==> src/hdl/pced_pkg.sv <==
// Shared types, constants and helpers for the Potts copy energy delta pipeline.
package pced_pkg;

	localparam int TAG_W       = 8;
	localparam int AREA_W      = 12;
	localparam int CONTACT_W   = 16;
	localparam int GAIN_W      = 32;
	localparam int RESULT_W    = 40;
	localparam int CFG_DATA_W  = 32;
	localparam int CFG_INDEX_W = 2;

	// areas above this are clamped before use
	localparam int MAX_CELL_AREA = 4095;

	localparam logic [CFG_INDEX_W-1:0] REG_CONTACT_CELL_MEDIUM = 2'd0;
	localparam logic [CFG_INDEX_W-1:0] REG_CONTACT_CELL_CELL   = 2'd1;
	localparam logic [CFG_INDEX_W-1:0] REG_TARGET_AREA         = 2'd2;
	localparam logic [CFG_INDEX_W-1:0] REG_VOLUME_GAIN         = 2'd3;

	typedef struct packed {
		logic [TAG_W-1:0]  target_tag;
		logic [TAG_W-1:0]  source_tag;
		logic [TAG_W-1:0]  neighbor_tag_0;
		logic [TAG_W-1:0]  neighbor_tag_1;
		logic [TAG_W-1:0]  neighbor_tag_2;
		logic [TAG_W-1:0]  neighbor_tag_3;
		logic [TAG_W-1:0]  neighbor_tag_4;
		logic [TAG_W-1:0]  neighbor_tag_5;
		logic [TAG_W-1:0]  neighbor_tag_6;
		logic [TAG_W-1:0]  neighbor_tag_7;
		logic [AREA_W-1:0] target_area_now;
		logic [AREA_W-1:0] source_area_now;
	} copy_item_t;

	typedef struct packed {
		logic signed [RESULT_W-1:0] contact_delta;
		logic signed [RESULT_W-1:0] volume_delta;
		logic signed [RESULT_W-1:0] energy_delta;
	} delta_item_t;

	// saturate a 42-bit signed value to the 40-bit result range
	function automatic logic signed [RESULT_W-1:0] sat_result(input logic signed [41:0] v);
		logic signed [41:0] hi;
		logic signed [41:0] lo;
		hi = 42'sh0_7F_FFFF_FFFF;
		lo = -42'sh0_80_0000_0000;
		if (v > hi) begin
			return RESULT_W'(hi);
		end else if (v < lo) begin
			return RESULT_W'(lo);
		end
		return v[RESULT_W-1:0];
	endfunction

endpackage

==> src/hdl/pced_if.sv <==
// Valid/ready channel interfaces for copy attempts and energy results.
interface pced_in_if;
	import pced_pkg::*;
	logic       valid;
	logic       ready;
	copy_item_t payload;
	modport source(output valid, output payload, input ready);
	modport sink(input valid, input payload, output ready);
endinterface

interface pced_out_if;
	import pced_pkg::*;
	logic        valid;
	logic        ready;
	delta_item_t payload;
	modport source(output valid, output payload, input ready);
	modport sink(input valid, input payload, output ready);
endinterface

==> src/hdl/potts_copy_energy_delta.sv <==
// Energy change of one proposed 2D cellular Potts copy: contact, area and total terms.
// Three-stage pipeline, one copy attempt accepted per clock unless a stalled output has
// filled it. Stage 1 sums the eight neighbor adhesion differences and forms the integer
// area factor; stage 2 multiplies the factor by the 32-bit volume gain; stage 3 rounds the
// Q.24 product to 16 fraction bits, saturates, and adds the contact term. Each stage holds
// its own valid bit and only stalls when the stage after it is full and stalled, so gaps
// close up and a waiting result does not block new items. Configuration writes take effect
// at once and must only be issued while the pipeline is empty.
module potts_copy_energy_delta (
	input  logic                               clk,
	input  logic                               arst_n,
	pced_in_if.sink                            copy,
	pced_out_if.source                         delta,
	input  logic                               cfg_we,
	input  logic [pced_pkg::CFG_INDEX_W-1:0]   cfg_index,
	input  logic [pced_pkg::CFG_DATA_W-1:0]    cfg_data
);
	import pced_pkg::*;

	localparam int CSUM_W   = 20;	// sum of eight 17-bit signed differences
	localparam int FACTOR_W = 17;
	localparam int PROD_W   = GAIN_W + 1 + FACTOR_W;

	logic [CONTACT_W-1:0] contact_cell_medium_q;
	logic [CONTACT_W-1:0] contact_cell_cell_q;
	logic [AREA_W-1:0]    target_area_q;
	logic [GAIN_W-1:0]    volume_gain_q;

	logic ready_s1, ready_s2, ready_s3;
	logic valid_s1, valid_s2, valid_s3;

	logic signed [CSUM_W-1:0]   contact_s1, contact_s2;
	logic signed [FACTOR_W-1:0] factor_s1;
	logic signed [PROD_W-1:0]   prod_s2;
	delta_item_t                result_s3;

	logic signed [CSUM_W-1:0]   contact_sum;
	logic signed [CSUM_W-1:0]   nb_diff [8];
	logic signed [CSUM_W-1:0]   nb_pair [4];
	logic signed [CSUM_W-1:0]   nb_quad [2];
	logic signed [FACTOR_W-1:0] factor;
	logic [TAG_W-1:0]           nb [8];
	logic [AREA_W-1:0]          vt, vs;
	logic signed [FACTOR_W-1:0] t_term, s_term;
	logic signed [PROD_W-1:0]   prod_rnd;
	logic signed [41:0]         vol_wide;
	logic signed [RESULT_W-1:0] vol_sat, contact_ext;
	logic signed [41:0]         total_wide;

	function automatic logic [CONTACT_W-1:0] adhesion(input logic [TAG_W-1:0] a,
			input logic [TAG_W-1:0] b, input logic [CONTACT_W-1:0] j_medium,
			input logic [CONTACT_W-1:0] j_cell);
		if (a == b) begin
			return '0;
		end else if (a == '0 || b == '0) begin
			return j_medium;
		end
		return j_cell;
	endfunction

	function automatic logic [AREA_W-1:0] clamp_area(input logic [AREA_W-1:0] a);
		if (int'(a) > MAX_CELL_AREA) begin
			return AREA_W'(MAX_CELL_AREA);
		end
		return a;
	endfunction

	// configuration registers
	always_ff @(posedge clk or negedge arst_n) begin
		if (!arst_n) begin
			contact_cell_medium_q <= '0;
			contact_cell_cell_q   <= '0;
			target_area_q         <= AREA_W'(1);
			volume_gain_q         <= '0;
		end else if (cfg_we) begin
			unique case (cfg_index)
				REG_CONTACT_CELL_MEDIUM: contact_cell_medium_q <= cfg_data[CONTACT_W-1:0];
				REG_CONTACT_CELL_CELL:   contact_cell_cell_q   <= cfg_data[CONTACT_W-1:0];
				REG_TARGET_AREA:         target_area_q         <= cfg_data[AREA_W-1:0];
				REG_VOLUME_GAIN:         volume_gain_q         <= cfg_data[GAIN_W-1:0];
				default: ;
			endcase
		end
	end

	// per-stage flow control
	assign ready_s3   = !valid_s3 || delta.ready;
	assign ready_s2   = !valid_s2 || ready_s3;
	assign ready_s1   = !valid_s1 || ready_s2;
	assign copy.ready = ready_s1;

	// stage 1: contact difference and area factor
	always_comb begin
		nb[0] = copy.payload.neighbor_tag_0;
		nb[1] = copy.payload.neighbor_tag_1;
		nb[2] = copy.payload.neighbor_tag_2;
		nb[3] = copy.payload.neighbor_tag_3;
		nb[4] = copy.payload.neighbor_tag_4;
		nb[5] = copy.payload.neighbor_tag_5;
		nb[6] = copy.payload.neighbor_tag_6;
		nb[7] = copy.payload.neighbor_tag_7;
		for (int n = 0; n < 8; n++) begin
			nb_diff[n] = $signed(CSUM_W'(adhesion(copy.payload.source_tag, nb[n],
					contact_cell_medium_q, contact_cell_cell_q)))
				- $signed(CSUM_W'(adhesion(copy.payload.target_tag, nb[n],
					contact_cell_medium_q, contact_cell_cell_q)));
		end
		// balanced adder tree over the eight neighbors
		for (int k = 0; k < 4; k++) begin
			nb_pair[k] = nb_diff[2 * k] + nb_diff[2 * k + 1];
		end
		for (int k = 0; k < 2; k++) begin
			nb_quad[k] = nb_pair[2 * k] + nb_pair[2 * k + 1];
		end
		contact_sum = nb_quad[0] + nb_quad[1];

		vt = clamp_area(copy.payload.target_area_now);
		vs = clamp_area(copy.payload.source_area_now);
		// retracting target: 1 - 2(Vt - V0); expanding source: 1 + 2(Vs - V0)
		t_term = '0;
		s_term = '0;
		if (copy.payload.target_tag != '0) begin
			t_term = FACTOR_W'(1) + $signed({4'b0, target_area_q, 1'b0})
				- $signed({4'b0, vt, 1'b0});
		end
		if (copy.payload.source_tag != '0) begin
			s_term = FACTOR_W'(1) + $signed({4'b0, vs, 1'b0})
				- $signed({4'b0, target_area_q, 1'b0});
		end
		factor = t_term + s_term;
	end

	always_ff @(posedge clk or negedge arst_n) begin
		if (!arst_n) begin
			valid_s1 <= 1'b0;
		end else if (ready_s1) begin
			valid_s1 <= copy.valid;
		end
	end

	always_ff @(posedge clk) begin
		if (ready_s1 && copy.valid) begin
			contact_s1 <= contact_sum;
			factor_s1  <= factor;
		end
	end

	// stage 2: gain multiply
	always_ff @(posedge clk or negedge arst_n) begin
		if (!arst_n) begin
			valid_s2 <= 1'b0;
		end else if (ready_s2) begin
			valid_s2 <= valid_s1;
		end
	end

	always_ff @(posedge clk) begin
		if (ready_s2 && valid_s1) begin
			prod_s2    <= $signed({1'b0, volume_gain_q}) * factor_s1;
			contact_s2 <= contact_s1;
		end
	end

	// stage 3: round half up to Q.16, saturate, total
	always_comb begin
		prod_rnd    = (prod_s2 + $signed(PROD_W'(128))) >>> 8;
		vol_wide    = 42'(prod_rnd);
		vol_sat     = sat_result(vol_wide);
		contact_ext = {{(RESULT_W - CSUM_W - 8){contact_s2[CSUM_W-1]}}, contact_s2, 8'b0};
		total_wide  = 42'(contact_ext) + 42'(vol_sat);
	end

	always_ff @(posedge clk or negedge arst_n) begin
		if (!arst_n) begin
			valid_s3 <= 1'b0;
		end else if (ready_s3) begin
			valid_s3 <= valid_s2;
		end
	end

	always_ff @(posedge clk) begin
		if (ready_s3 && valid_s2) begin
			result_s3.contact_delta <= contact_ext;
			result_s3.volume_delta  <= vol_sat;
			result_s3.energy_delta  <= sat_result(total_wide);
		end
	end

	assign delta.valid   = valid_s3;
	assign delta.payload = result_s3;

endmodule
==> src/flat_wrapper.sv <==
// flat-port wrapper written by rule: the top's interface ports become plain ports
module potts_copy_energy_delta_flat import pced_pkg::*;
  (clk, arst_n, cfg_we, cfg_index, cfg_data, copy_valid, copy_payload, copy_ready, delta_valid, delta_payload, delta_ready);
  pced_in_if copy_i ();
  pced_out_if delta_i ();
  input  logic clk;
  input  logic arst_n;
  input  logic cfg_we;
  input  logic [pced_pkg::CFG_INDEX_W-1:0] cfg_index;
  input  logic [pced_pkg::CFG_DATA_W-1:0] cfg_data;
  input wire logic [$bits(copy_i.valid)-1:0] copy_valid;
  input wire logic [$bits(copy_i.payload)-1:0] copy_payload;
  output wire logic [$bits(copy_i.ready)-1:0] copy_ready;
  output wire logic [$bits(delta_i.valid)-1:0] delta_valid;
  output wire logic [$bits(delta_i.payload)-1:0] delta_payload;
  input wire logic [$bits(delta_i.ready)-1:0] delta_ready;
  assign copy_i.valid = copy_valid;
  assign copy_i.payload = copy_payload;
  assign copy_ready = copy_i.ready;
  assign delta_valid = delta_i.valid;
  assign delta_payload = delta_i.payload;
  assign delta_i.ready = delta_ready;
  potts_copy_energy_delta u_core (.clk(clk), .arst_n(arst_n), .copy(copy_i), .delta(delta_i), .cfg_we(cfg_we), .cfg_index(cfg_index), .cfg_data(cfg_data));
endmodule
==> config.mk <==
export PLATFORM = sky130hd
export DESIGN_NAME = potts_copy_energy_delta_flat
export DESIGN_NICKNAME = d
export VERILOG_FILES = /design/src/hdl/pced_pkg.sv /design/src/hdl/pced_if.sv /design/src/hdl/potts_copy_energy_delta.sv /design/src/flat_wrapper.sv
export SDC_FILE = /design/constraint.sdc
export NUM_CORES = 2
export LEC_CHECK = 0
export ABC_AREA = 0
export ABC_CLOCK_PERIOD_IN_PS = 8100
export BUFFER_PORTS_ARGS = -buffer_cell sky130_fd_sc_hd__buf_2
export CORE_AREA = 2 2 357 430
export DETAILED_ROUTE_END_ITERATION = 12
export DIE_AREA = 0 0 359 432
export SETUP_SLACK_MARGIN = 0.15
export SLEW_MARGIN = 30
export SYNTH_ARGS = -nofsm -noshare
export SYNTH_HDL_FRONTEND = slang
export SYNTH_SLANG_ARGS = --single-unit
==> constraint.sdc <==
create_clock -name clk -period 8.1 [get_ports clk]
set_clock_uncertainty 0.05 [all_clocks]
set_input_delay 1.215 -clock clk [delete_from_list [all_inputs] [get_ports clk]]
set_output_delay 1.215 -clock clk [all_outputs]
set_load 0.1 [all_outputs]
==> impl_results.md <==
* Synth unique cells at 76
* Via-per-instance ratio at 4.971
* Register area at 0.007984 sq mm
* Syn avg cell area at 9.330 sq um
* Pre-antenna DRT Iters at 5
* Die height at 432 um
* CTS Buf Count at 34
* Io pins at 265
* Setup crit end kind: flop
* Overflow after GRT at 0
* Initial Util at 29.74%
* WP data required at 8.36 ns
* Vias at 36,140
* Setup crit start: copy_payload[90]
* CTS clk-pin slew, worst paths at 0.06 ns
* Max Cap Violations at 0
* Layout overhead on the synthesized area at 16.44%
* CTS tree: yes
* Area of the die at 0.1551 sq mm
* Endpoints failing setup at 0
* Number of global-route vias before repair at 39,460
* Wirelength per Cell at 20.18 um
* Sequential-to-total area share from yosys stat at 17.73%
* CTS Hold Bufs at 0
* Clock sinks at 279
* # rows at 157
* Post-Synthesis Cells at 4,827
* Ratio of cells with drive above 1 in the final layout at 19.29%
* DRT antenna net count at 0
* Crit path capture: u_core.contact_s1[18]
* Worst r2r dst: u_core.prod_s2[43]
* CORE AREA at 0.1515 sq mm
* Multi-input logic area at 0.03431 sq mm
* Final Hold Viols at 0
* Post-synth EDFFs at 200
* Hold Crit Class: flop to flop
* Total wire length at 146.7 mm
* First-pass GRT wire length at 227.5 mm
* Pin count of the biggest net entering global routing at 71
* Final net count at 6,330
* Crit path top cell by count: fa_1
* Post-route clock period utilization at 95.83%
* Ys Warns at 0
* Number of synthesized register bits at 279
* Slowest stage delay, CP at 0.61 ns
* Reg2reg start: u_core.volume_gain_q[2]
* Gr usage total at 19.05%
* Synth area leader: fa_1
* Clock buffer depth at 3
* Clock Latency Late Sink at 0.58 ns
* Cell Area, Synth at 0.04504 sq mm
* Placed Cells at 7,185
* Synth async-reset ratio at 28.32%
* Fmax at 0.1288 GHz
* CP Launch Type: input port
* Ys flop type: edfxtp_1
* Slowest CP cell: fa_2
* RSZ-0062 raised after global routing: yes
* Fin util at 34.63%
* Post-synth top area share at 25.11%
* Period minus WS final at 7.762 ns
* Starting DRT DRC Count at 1,874
* Routability cong. at 0.9247
* Die Wd at 359 um
* H-tree Lvls at 2
* Root Driver: clkbuf_16
* DRC viols at 0
* Finished Layout Cells at 7,270
* Max_slew headroom at 28.65%
* Synth area leaders: fa_1, edfxtp_1, ha_1, inv_1, xnor2_1
* Arrival time of the worst setup path at 8.02 ns
* Largest fanout on the critical path at 3
* Max Slew Vio Count at 0
* HPWL after DPL at 121.1 mm
* FF-to-FF setup slack at 0.76 ns
* Register-to-Register Path Depth at 20
* # port buffers at 256
* Slew @ Worst Pin at 1.070 ns
* Critical path type: input port to flop
* Initial antenna violation count at 14
* Layout filler cell count at 15,400
* Outcome: finished, final reports clean
## logic make-up after synthesis
kind of cell	share of synthesized area (%)
compound gates	9.148
flops	17.73
other cells	0.008326
mux	7.987
fa+ha+maj	35.89
simple gates	14.10
xor+xnor	7.501
buf+inv	7.631
## worst max-delay path, delay by kind of cell
kind	cells	cell delay, ns
adders and majority gates	7	2.74
xor gates and xnor gates	2	0.22
muxes	1	0.34
AOI/OAI and AO/OA	9	1.94
and+or+nand+nor	7	0.87
buffers and inverters	6	0.67
## flip-flops by register name, summed over array words and instances (netlist names)
| name | cells |
|---|---|
| u_core.contact_cell_cell_q | 16 |
| u_core.contact_cell_medium_q | 16 |
| u_core.contact_s1 | 20 |
| u_core.contact_s2 | 20 |
| u_core.delta.payload | 100 |
| u_core.delta.valid | 1 |
| u_core.factor_s1 | 17 |
| u_core.prod_s2 | 43 |
| u_core.target_area_q | 12 |
| u_core.valid_s1 | 1 |
| u_core.valid_s2 | 1 |
| u_core.volume_gain_q | 32 |
## synthesized netlist by cell type (all sizes together), types with 7 or more instances
master / count
mux2i: 131
mux2: 203
o21bai: 17
nand4: 53
fa: 565
nand2: 438
clkbuf: 192
or2: 16
or3: 16
a211o: 13
a2111oi: 9
a31oi: 28
and2: 236
and4: 7
edfxtp: 200
xnor2: 279
inv: 658
o211ai: 18
ha: 375
nor4: 28
a21oi: 211
buf: 37
o31ai: 11
xor2: 104
dfrtp: 78
and3: 29
nor3: 54
nand2b: 61
maj3: 15
a21o: 50
nand3: 56
a311oi: 8
nor2b: 27
o21ai: 220
a211oi: 10
o21a: 24
a21boi: 14
nor2: 262
## metrics by stage
| step | setup WS, ns | instance area [sq um] | setup TNS, ns | hold WS (ns) |
|---|---|---|---|---|
| 6_report | 0.3381 | 52440 | 0 | 0.3577 |
| 5_1_grt | 0.03855 | 52430 | 0 | 0.3751 |
| 4_1_cts | 0.1917 | 51920 | 0 | 0.3597 |
| 3_5_place_dp | -0.4268 | 50790 | -2.426 | 0.3545 |
| 3_3_place_gp | -0.3361 | 50740 | -1.563 | 0.3530 |
| 2_1_floorplan | 0.1552 | 45490 | 0 | 0.3503 |
## timing repair
item / CTS / global route
resized for setup: 0 / 101
endpoints found under the setup margin: 0 / 11
setup buffers: 0 / 13
## cells in the final DEF (no fill, tap or decap), types with 55 or more instances in the layout
cell	count
inv_1	653
mux2i_1	131
nand2_1	424
and2_1	230
nand2b_1	61
o21ai_0	198
xor2_1	102
xnor2_1	274
fa_1	556
nor2_1	257
ha_1	368
edfxtp_1	200
buf_4	337
buf_2	254
dfrtp_1	78
mux2_2	203
nand3_1	55
a21oi_1	196
## worst min-delay path by stage
stage	to	from	depth (start not counted)
after floorplan	u_core.contact_s2[0]	u_core.contact_s1[0]	0
after global placement	u_core.contact_s2[3]	u_core.contact_s1[3]	0
after detailed placement	u_core.contact_s2[6]	u_core.contact_s1[6]	0
after CTS	u_core.contact_s2[6]	u_core.contact_s1[6]	0
after global routing	u_core.contact_s2[2]	u_core.contact_s1[2]	0
final	u_core.contact_s2[6]	u_core.contact_s1[6]	0
## routing by layer
metal	share of wire, %	global-route usage (%)	vias to the layer above
met2	53	36.32	856
li1	-	-	16730
met5	0.0075	0	-
met1	37	20.18	18140
met4	7.1	11.84	2
met3	3.0	1.640	417
## cell type report
type / count / area share (%)
Antenna cell: 10 / 0.04772
Timing Repair Buffer: 606 / 7.692
Tap cell: 1987 / 4.741
Clock inverter: 22 / 0.3913
Multi-Input combinational cell: 3668 / 65.42
Clock buffer: 40 / 1.763
Sequential cell: 279 / 15.22
Inverter: 658 / 4.717
Power is left out: the tool's default activity adds up to more than one toggle a clock period on the data nets, which glitch-free logic cannot reach.
